===== src/rtl/sht_ram.sv =====
module sht_ram #(
  parameter int WIDTH = 8,
  parameter int DEPTH = 16
) (
  input  logic                     clk,
  input  logic                     we,
  input  logic [$clog2(DEPTH)-1:0] waddr,
  input  logic [WIDTH-1:0]         wdata,
  input  logic [$clog2(DEPTH)-1:0] raddr,
  output logic [WIDTH-1:0]         rdata
);

  logic [WIDTH-1:0] mem [DEPTH];

  always_ff @(posedge clk) begin
    if (we) begin
      mem[waddr] <= wdata;
    end
    rdata <= mem[raddr];
  end

endmodule


===== config.mk =====
export PLATFORM = sky130hd
export DESIGN_NAME = sht_ram
export DESIGN_NICKNAME = d
export VERILOG_FILES = /design/src/rtl/sht_ram.sv
export SDC_FILE = /design/constraint.sdc
export NUM_CORES = 1
export LEC_CHECK = 0
export ABC_CLOCK_PERIOD_IN_PS = 2000
export BUFFER_PORTS_ARGS = -buffer_cell sky130_fd_sc_hd__buf_2
export CORE_ASPECT_RATIO = 2
export CORE_UTILIZATION = 55
export CTS_CLUSTER_SIZE = 14
export DETAILED_ROUTE_END_ITERATION = 7
export HOLD_SLACK_MARGIN = 0.1
export PLACE_DENSITY = 0.71
export RECOVER_POWER = 25
export SLEW_MARGIN = 25
export SYNTH_ARGS = -nofsm -noshare
export SYNTH_HDL_FRONTEND = slang
export SYNTH_SLANG_ARGS = --single-unit
export TNS_END_PERCENT = 100

===== constraint.sdc =====
create_clock -name clk -period 2 [get_ports clk]
set_clock_uncertainty 0.05 [all_clocks]
set_input_delay 0.2 -clock clk [delete_from_list [all_inputs] [get_ports clk]]
set_output_delay 0.2 -clock clk [all_outputs]
set_load 0.005 [all_outputs]

== After elaboration in Yosys (flattened, before gate mapping) ==
Memories as Yosys holds them, arrays and structs flattened. A register that Yosys moved wholly into a read port is not among the register bits.
Index checks and enable logic that the tools add are counted.
Cells by class
  muxes and demuxes: 2
Operators by type and width (count)
  $mux W1: 2
Word-level totals
  bits in writable memories: 128
  input port bits: 18
  memories: 1
  register bits after elaboration: 0
  output and inout port bits: 8
  word-level logic and storage cells: 3
Memories
  mem: words 16, width 8, rd ports 1, clocked after memory_dff 1, write ports 1, RTL line 13  | logic [WIDTH-1:0] mem [DEPTH];

== Logic depth before layout (Yosys ltp) ==
Gate-level depths: netlist of the first run.
  depth after elaboration: 2
  gate-level depth with buffers: 5
  depth with buffers taken out: 3

== Worst setup path after synthesis of the first run ==
OpenSTA, ideal clock, no wires.
  path type: input -> register
  start point: in waddr[2]
  end point: mem mem[0][0] (enable)
  data arrival time: 1310 ps
  data required time: 1567 ps
  buffers on the path: 0
  setup time: 383 ps
  cell stages on the path: 2
  path slack: 257 ps
  cell sequence: or3b_2 nor3_1
RTL lines
  start, declared: RTL line 7  | input logic [$clog2(DEPTH)-1:0] waddr,
  end, declared: RTL line 13
Straight into the memory's write port.

==> run summary, run 1 <==
Cell Area, Synth: 0.00515 mm^2
Clk_lat worst skew: 0.41 ns
Leakage power: 2.09 nW
Initial Utilization: 57.1%
Fin crit share: 68.5%
Final Hold Vio Count: 0
R2r setup slk: 0.63 ns
Fillers: 574
Area occupied by registers: 0.00400 mm^2
Total GRT Usage: 21.7%
Non-Filler Instances: 399
CTS Buffer Depth: 2
Pre-Repair DR Iteration Count: 5
DIE HEIGHT: 139 um
Crit-path max FO: 1
Status: complete, no violations
Max IR drop VDD: 0.679 mV
Die ar.: 0.00977 mm^2
Crit path time final: 1.37 ns
DR vias: 2,400
Num CTS Buffers: 17
Setup ws final: 0.629 ns
Hold-fix buffers, CTS: 0
Commonest non-fill, non-tap cell in the layout: edfxtp_1
Synth warn: 0
PortBufs: 25
Syn Area/Cell: 22.5 um^2
Clock-pin slew on the worst setup and hold paths: 0.06 ns
Least-Margin Pin Slew: 0.630 ns
Cells after DPL: 367
Most frequent cells in the layout: edfxtp_1, buf_2, buf_4, mux4_2, clkbuf_16
Area Growth Syn to Fin: 18.7%
Via/cell ratio: 6.02
PD cells: 1100 mW/mm^2
Nets: 302
ANT cells: 0
Max-slew violations: 0
Multi-input logic area: 0.00106 mm^2
Kind of critical path: flip-flop to flip-flop
DRC Markers: 0
Yosys cell types: 19
Initial antenna violation count: 0
Min-delay worst type: input port to flip-flop
Min Hold Slack: 0.124 ns
Die width: 70.4 um
Rows: 49
Yosys reg bits: 136
Setup_tns: 0 ns
Crit. End Element: flip-flop
Count of final setup violators: 0
Core area: 0.00901 mm^2
CTS tree: yes
Critical path arrival: 1.62 ns
Syn Inst Count: 229
Slew headroom: 58.0%
Clock Tree Root: clkbuf_16
Ports: 26
Hpwl dp: 6310 um
Initial DRC Count: 146
Wirelength per Cell: 23.4 um
Max-cap violation count: 0
Largest net degree at the start of global routing: 33
First-pass GRT wire length: 14,900 um
Pre-CTS setup slack: 0.311 ns
Fin util: 67.8%
Post-CTS Setup Bufs: 0
Post-synthesis sequential area ratio: 77.8%
Gr ovfl total: 0
Routed WL: 9320 um
F_max: 729 MHz
Setup crit start kind: flip-flop
H-Tree Depth: 4
Syn Nets: 247
Final ANT Viol Nets: 0
CP required: 2.25 ns
Layout cells sized above 1: 30.0%
Routability cong.: 0.748
RSZ-0062 raised after global routing: false
Post-CTS Resized: 0
Vias in the first global route: 2,633
CTS sink count: 136
registers in the layout, indices dropped and copies added (netlist names):
name and cells:
mem 128, rdata 8
layout make-up:
| cell class | count | area share (%) |
|---|---|---|
| Tap cell | 102 | 2.09 |
| Timing Repair Buffer | 46 | 4.91 |
| Multi-Input combinational cell | 83 | 17.3 |
| Clock buffer | 19 | 7.25 |
| Sequential cell | 136 | 65.5 |
| Clock inverter | 13 | 2.93 |
cell usage after synthesis:
| cell type | instances | area [um^2] |
|---|---|---|
| nand2b_1 | 2 | 12.5 |
| nor2_1 | 13 | 48.8 |
| and2_1 | 1 | 6.26 |
| or3b_2 | 1 | 8.76 |
| nand3_1 | 1 | 5.00 |
| edfxtp_1 | 128 | 3840 |
| dfxtp_1 | 8 | 160 |
| buf_6 | 3 | 33.8 |
| mux4_2 | 18 | 405 |
| clkdlybuf4s25_2 | 3 | 30.0 |
| mux4_1 | 14 | 368 |
| buf_4 | 1 | 7.51 |
| nor2b_1 | 1 | 6.26 |
| nand2_1 | 9 | 33.8 |
| nor3_1 | 4 | 20.0 |
| buf_2 | 3 | 15.0 |
| a22oi_1 | 16 | 120 |
| nand3b_1 | 2 | 15.0 |
| and2b_1 | 1 | 7.51 |
final timing paths:
check / from / endpoint / cells after the start
setup / recovery: mem[1][3]$_DFFE_PP_ / rdata[3]$_DFF_P_ / 3
hold / removal: wdata[5] / mem[9][5]$_DFFE_PP_ / 1
setup reg to reg: mem[1][3]$_DFFE_PP_ / rdata[3]$_DFF_P_ / 3
hold reg to reg: mem[14][4]$_DFFE_PP_ / rdata[4]$_DFF_P_ / 3
per-layer routing:
| metal | wire length, um | up-vias | GRT usage, % |
|---|---|---|---|
| li1 | - | 1086 | - |
| met1 | 3550 | 1238 | 25.0 |
| met2 | 5310 | 63 | 37.8 |
| met3 | 303 | 13 | 5.81 |
| met4 | 152 | 0 | 8.84 |
| met5 | 0 | - | 0 |
stage by stage:
stage / power (W) / cell area [um^2]
finish: 0.00670 / 6110
global route: 0.00690 / 6110
floorplan: 0.00342 / 5150
global placement: 0.00354 / 5500
CTS: 0.00676 / 6120
detailed placement: 0.00355 / 5500
worst max-delay path: stages, from the launching register on:
cell and delay, ns:
edfxtp_1 0.38, mux4_1 0.52, a22oi_1 0.24, nand2_1 0.08
cell families (layout without fill, tap and decap cells):
family	after synthesis	in the layout	synth area share [%]
AOI/OAI and AO/OA	16	16	2.33
buffers and inverters	10	78	1.68
DFF	136	136	77.8
muxes	32	32	15.0
and+or+nand+nor	35	35	3.18
report_power, final:
part / switching (W) / leakage, nW / internal [W] / total (W)
clock: 0.00111 / 0.296 / 0.00211 / 0.00321
combinational: 0.000157 / 0.575 / 0.000128 / 0.000285
sequential: 0.0000157 / 1.22 / 0.00319 / 0.00320
Note: power is estimated with default switching activity, not from simulation.
==> run 2, diff against run 1 <==
- ABC_AREA: unset -> 1
- ABC_CLOCK_PERIOD_IN_PS: 2000 -> 1200
- PLACE_DENSITY: 0.71 -> 0.73
- clock period: 2 -> 1.2 ns (I/O delays scaled with it)
==> run summary, run 2 <==
Status: complete, no violations (unchanged)
Clock share of power: 46.9% (was 47.9%)
PortBufs: 25 (unchanged)
Synth top area cells: edfxtp_1, nand2_1, nand3_1 (was edfxtp_1, mux4_2, mux4_1)
Nets: 628 (was 302)
Most frequent cells in the layout: nand2_1, edfxtp_1, inv_1, nand3_1, buf_2 (was edfxtp_1, buf_2, buf_4, mux4_2, clkbuf_16)
Combinational group share of total power: 6.5% (was 4.2%)
Placed cell areas: 0.00623 mm^2 (was 0.00550 mm^2)
Layout cells sized above 1: 11.7% (was 30.0%)
Fin util: 67.9% (was 67.8%)
Sw Share: 21.3% (was 19.1%)
Hpwl dp: 8390 um (was 6310 um)
Hold-fix buffers, CTS: 9 (was 0)
Post-CTS Setup Bufs: 0 (unchanged)
CTS tree: yes (unchanged)
Crit. End Element: flip-flop (unchanged)
CP required: 1.46 ns (was 2.25 ns)
DIE HEIGHT: 147 um (was 139 um)
Wirelength per Cell: 18.1 um (was 23.4 um)
Count of final setup violators: 0 (unchanged)
Routability cong.: 0.916 (was 0.748)
Max-slew violations: 0 (unchanged)
Core area: 0.0101 mm^2 (was 0.00901 mm^2)
Post-CTS Resized: 0 (unchanged)
Min-delay src: raddr[2] (was wdata[5])
Ports: 26 (unchanged)
Worst flop-to-flop path startpoint: mem[5][0]$_DFFE_PP_ (was mem[1][3]$_DFFE_PP_)
Biggest regs: mem (128), rdata (8) (unchanged)
Syn Area/Cell: 10.5 um^2 (was 22.5 um^2)
Largest net degree at the start of global routing: 46 (was 33)
Clock Tree Root: clkbuf_16 (unchanged)
Least-Margin Pin Slew: 0.596 ns (was 0.630 ns)
Yosys cell types: 12 (was 19)
Post-synthesis sequential area ratio: 69.4% (was 77.8%)
Yosys top cell area share: 66.7% (was 74.7%)
Pre-Repair DR Iteration Count: 5 (unchanged)
FF-to-FF path depth: 6 (was 3)
Initial antenna violation count: 0 (unchanged)
Synth warn: 0 (unchanged)
Post-synth top cells: nand2_1, edfxtp_1, inv_1 (was edfxtp_1, mux4_2, a22oi_1)
Sequential power share: 46.6% (was 47.8%)
Kind of critical path: flip-flop to flip-flop (unchanged)
First-pass GRT wire length: 21,200 um (was 14,900 um)
Gr ovfl total: 0 (unchanged)
Initial DRC Count: 307 (was 146)
Post-synth EDFFs: 128 (unchanged)
Critical path arrival: 1.41 ns (was 1.62 ns)
Via/cell ratio: 5.29 (was 6.02)
Finished Cell Area: 0.00689 mm^2 (was 0.00611 mm^2)
Worst hold stages: 6 (was 1)
Final ANT Viol Nets: 0 (unchanged)
Rows: 52 (was 49)
Total GRT Usage: 27.9% (was 21.7%)
Num CTS Buffers: 17 (unchanged)
R2r setup slk: 0.06 ns (was 0.63 ns)
DRC Markers: 0 (unchanged)
Vias in the first global route: 4,069 (was 2,633)
Crit path time final: 1.14 ns (was 1.37 ns)
Die ar.: 0.0109 mm^2 (was 0.00977 mm^2)
Count leader, synth: nand2_1 (was edfxtp_1)
CTS Buffer Depth: 2 (unchanged)
Max-cap violation count: 0 (unchanged)
Setup crit start kind: flip-flop (unchanged)
Yosys reg bits: 136 (unchanged)
F_max: 875 MHz (was 729 MHz)
ANT cells: 0 (unchanged)
PD cells: 1660 mW/mm^2 (was 1100 mW/mm^2)
Max IR drop VDD: 1.67 mV (was 0.679 mV)
Predominant post-synthesis flop cell: edfxtp_1 (unchanged)
Crit Reg-Reg Endpoint: rdata[0]$_DFF_P_ (was rdata[3]$_DFF_P_)
Area Growth Syn to Fin: 19.5% (was 18.7%)
Commonest non-fill, non-tap cell in the layout: nand2_1 (was edfxtp_1)
Min-delay worst type: input port to flip-flop (unchanged)
Crit-path max FO: 1 (unchanged)
Hold endpoint: rdata[7]$_DFF_P_ (was mem[9][5]$_DFFE_PP_)
NetSw: 0.00244 W (was 0.00128 W)
Clock-pin slew on the worst setup and hold paths: 0.06 ns (about the same)
CTS sink count: 136 (unchanged)
Slew headroom: 60.3% (was 58.0%)
Max FFs per register: 128 (unchanged)
Fin crit share: 95.2% (was 68.5%)
H-Tree Depth: 4 (unchanged)
Ys async rst share: 0% (unchanged)
Syn Inst Count: 551 (was 229)
DR vias: 4,012 (was 2,400)
Initial Utilization: 56.8% (was 57.1%)
Cell Area, Synth: 0.00577 mm^2 (was 0.00515 mm^2)
Internal power: 0.00902 W (was 0.00542 W)
Min Hold Slack: 0.204 ns (was 0.124 ns)
Syn Nets: 569 (was 247)
Clk_lat worst skew: 0.42 ns (was 0.41 ns)
Routed WL: 13,700 um (was 9320 um)
Die width: 74.4 um (was 70.4 um)
Leakage power: 2.99 nW (was 2.09 nW)
Final Hold Vio Count: 0 (unchanged)
Top reg by flops: mem (unchanged)
RSZ-0062 raised after global routing: false (unchanged)
Post-synth top area cell: edfxtp_1 (unchanged)
-- run 2: cell type report --
type | instances | area [um^2]
well taps | 135 | 169
inverters | 102 | 383
clock buffers | 18 | 429
multi-input cells | 289 | 1210
flip-flops and latches | 136 | 4000
fillers | 745 | 3260
clock inverters | 14 | 180
repair buffers | 64 | 514
-- run 2: how the worst max path moves through the flow --
stage	startpoint	end	slack, ns	cells past startpoint
2_1_floorplan	waddr[3]	mem[4][0]$_DFFE_PP_	0.08	2
3_3_place_gp	raddr[0]	rdata[3]$_DFF_P_	-0.15	8
3_5_place_dp	raddr[0]	rdata[3]$_DFF_P_	-0.16	8
4_1_cts	mem[13][3]$_DFFE_PP_	rdata[3]$_DFF_P_	0.07	6
5_1_grt	mem[5][7]$_DFFE_PP_	rdata[7]$_DFF_P_	0.008	6
6_report	mem[5][0]$_DFFE_PP_	rdata[0]$_DFF_P_	0.06	6
-- run 2: cell families after synthesis --
family / Yosys count / share of synthesized area [%]
buffers and inverters: 126 / 9.52
DFF: 136 / 69.4
and+or+nand+nor: 289 / 21.0
-- run 2: stage by stage --
step / setup slack (ns) / cells / setup TNS (ns) / total power [W]
after floorplan: 0.0792 / 551 / 0 / 0.00581
after global placement: -0.149 / 717 / -0.400 / 0.00613
after detailed placement: -0.164 / 717 / -0.499 / 0.00615
after CTS: 0.0654 / 758 / 0 / 0.0115
after global routing: 0.00805 / 758 / 0 / 0.0118
final: 0.0571 / 758 / 0 / 0.0115
-- run 2: routing by layer --
metal	vias to the layer above	GRT usage, %	part of all wire (%)
li1	1892	-	-
met2	183	47.7	55
met3	42	6.31	5.9
met4	0	16.0	5.0
met5	-	0	0
met1	1895	30.7	34
-- run 2: power groups by stage --
| stage | clock network [W] | logic, W | registers (W) |
|---|---|---|---|
| floorplan | 0 | 0.000375 | 0.00544 |
| global placement | 0 | 0.000690 | 0.00544 |
| detailed placement | 0 | 0.000710 | 0.00544 |
| CTS | 0.00542 | 0.000747 | 0.00534 |
| global route | 0.00560 | 0.000815 | 0.00535 |
| finish | 0.00537 | 0.000742 | 0.00534 |
-- run 2: critical path, cell delays in order (launching register included) --
cell and delay [ns]:
edfxtp_1 0.37, inv_1 0.07, nand2_1 0.05, nand3_1 0.08, nand3_1 0.16, nand3_1 0.19, nand2_1 0.07
==> run 3, diff against run 2 <==
- ABC_CLOCK_PERIOD_IN_PS: 1200 -> 1450
- PLACE_DENSITY: 0.73 -> 0.7
- clock period: 1.2 -> 1.45 ns (I/O delays scaled with it)
==> run summary, run 3 (synthesis results as in run 2) <==
Setup crit start kind: flip-flop (unchanged)
Critical path arrival: 1.37 ns (was 1.41 ns)
Biggest regs: mem (128), rdata (8) (unchanged)
Fillers: 831 (was 745)
Num CTS Buffers: 17 (unchanged)
Largest net degree at the start of global routing: 33 (was 46)
CTS sink count: 136 (unchanged)
Clock-pin slew on the worst setup and hold paths: 0.06 ns (about the same)
Ports: 26 (unchanged)
First-pass GRT wire length: 20,500 um (was 21,200 um)
Total GRT Usage: 27.0% (was 27.9%)
PD cells: 1370 mW/mm^2 (was 1660 mW/mm^2)
Routed WL: 12,900 um (was 13,700 um)
Die width: 74.4 um (unchanged)
CTS tree: yes (unchanged)
Gr ovfl total: 0 (unchanged)
Max-cap violation count: 0 (unchanged)
ANT cells: 0 (unchanged)
Post-CTS Setup Bufs: 0 (unchanged)
Hpwl dp: 8400 um (was 8390 um)
Layout cells sized above 1: 13.2% (was 11.7%)
Slew headroom: 40.3% (was 60.3%)
Fin crit share: 76.1% (was 95.2%)
Initial Utilization: 56.8% (unchanged)
Final ANT Viol Nets: 0 (unchanged)
Leakage power: 2.98 nW (was 2.99 nW)
Hold-fix buffers, CTS: 4 (was 9)
Wirelength per Cell: 17.1 um (was 18.1 um)
Crit path time final: 1.10 ns (was 1.14 ns)
Commonest non-fill, non-tap cell in the layout: nand2_1 (unchanged)
Crit-path max FO: 1 (unchanged)
Via/cell ratio: 5.19 (was 5.29)
CP required: 1.72 ns (was 1.46 ns)
Fin util: 66.8% (was 67.9%)
Top reg by flops: mem (unchanged)
Min-delay worst type: input port to flip-flop (unchanged)
Vias in the first global route: 3,920 (was 4,069)
Max-slew violations: 0 (unchanged)
Clk_lat worst skew: 0.42 ns (about the same)
Final Hold Vio Count: 0 (unchanged)
Count of final setup violators: 0 (unchanged)
RSZ-0062 raised after global routing: false (unchanged)
Routability cong.: 0.974 (was 0.916)
Clock Tree Root: clkbuf_16 (unchanged)
Most frequent cells in the layout: nand2_1, edfxtp_1, inv_1, nand3_1, buf_4 (was nand2_1, edfxtp_1, inv_1, nand3_1, buf_2)
Rows: 52 (unchanged)
DIE HEIGHT: 147 um (unchanged)
Cells after DPL: 714 (was 717)
Core area: 0.0101 mm^2 (unchanged)
Die ar.: 0.0109 mm^2 (unchanged)
DR vias: 3,894 (was 4,012)
Initial DRC Count: 273 (was 307)
F_max: 906 MHz (was 875 MHz)
H-Tree Depth: 4 (unchanged)
PortBufs: 25 (unchanged)
Nets: 620 (was 628)
Max IR drop VDD: 1.40 mV (was 1.67 mV)
Least-Margin Pin Slew: 0.896 ns (was 0.596 ns)
Pre-Repair DR Iteration Count: 7 (was 5)
Post-CTS Resized: 0 (unchanged)
DRC Markers: 0 (unchanged)
Non-Filler Instances: 750 (was 758)
Status: complete, no violations (unchanged)
Crit. End Element: flip-flop (unchanged)
Kind of critical path: flip-flop to flip-flop (unchanged)
CTS Buffer Depth: 2 (unchanged)
Max FFs per register: 128 (unchanged)
Initial antenna violation count: 0 (unchanged)
Area Growth Syn to Fin: 17.6% (was 19.5%)
Setup_tns: 0 ns (unchanged)
==> run 3: final timing paths <==
check,from,end,slack (ns),cells after the start
setup / recovery,mem[5][0]$_DFFE_PP_,rdata[0]$_DFF_P_,0.35,6
hold / removal,raddr[2],rdata[1]$_DFF_P_,0.22,5
setup reg to reg,mem[5][0]$_DFFE_PP_,rdata[0]$_DFF_P_,0.35,6
hold reg to reg,mem[14][4]$_DFFE_PP_,rdata[4]$_DFF_P_,0.60,6
==> run 3: worst max-delay path, cell delays in order (launching register included) <==
cell and delay [ns]:
edfxtp_1 0.37, inv_1 0.08, nand2_1 0.05, nand3_1 0.10, nand3_1 0.13, nand3_1 0.15, nand2_1 0.06
==> run 3: per-stage QoR <==
step | worst slack (ns) | cell area (um^2) | hold WS (ns) | total power [W]
3_3_place_gp | 0.175 | 6120 | 0.455 | 0.00503
2_1_floorplan | 0.304 | 5770 | 0.194 | 0.00481
3_5_place_dp | 0.136 | 6120 | 0.454 | 0.00504
6_report | 0.346 | 6780 | 0.219 | 0.00931
4_1_cts | 0.354 | 6790 | 0.103 | 0.00937
5_1_grt | 0.296 | 6780 | 0.230 | 0.00961
==> run 3: cell type report <==
| type | count | area [um^2] | share of cell area [%] |
|---|---|---|---|
| clock buffer | 25 | 581 | 8.56 |
| tap | 135 | 169 | 2.49 |
| inverter | 102 | 383 | 5.64 |
| timing repair buffer | 56 | 387 | 5.70 |
| multi-input combinational | 289 | 1210 | 17.9 |
| sequential | 136 | 4000 | 59.0 |
| clock inverter | 7 | 47.5 | 0.701 |
==> run 3: layer usage <==
layer / up-vias / global-route usage, % / routed length, um
met5: - / 0 / 0
met4: 0 / 14.0 / 512
met3: 36 / 6.86 / 554
met2: 126 / 44.9 / 7070
met1: 1858 / 31.1 / 4720
li1: 1874 / - / -
==> run 3: power breakdown <==
part	total, W	internal [W]	switching (W)
clock	0.00434	0.00278	0.00156
sequential	0.00442	0.00440	0.0000253
combinational	0.000550	0.000175	0.000374
total	0.00931	0.00735	0.00196
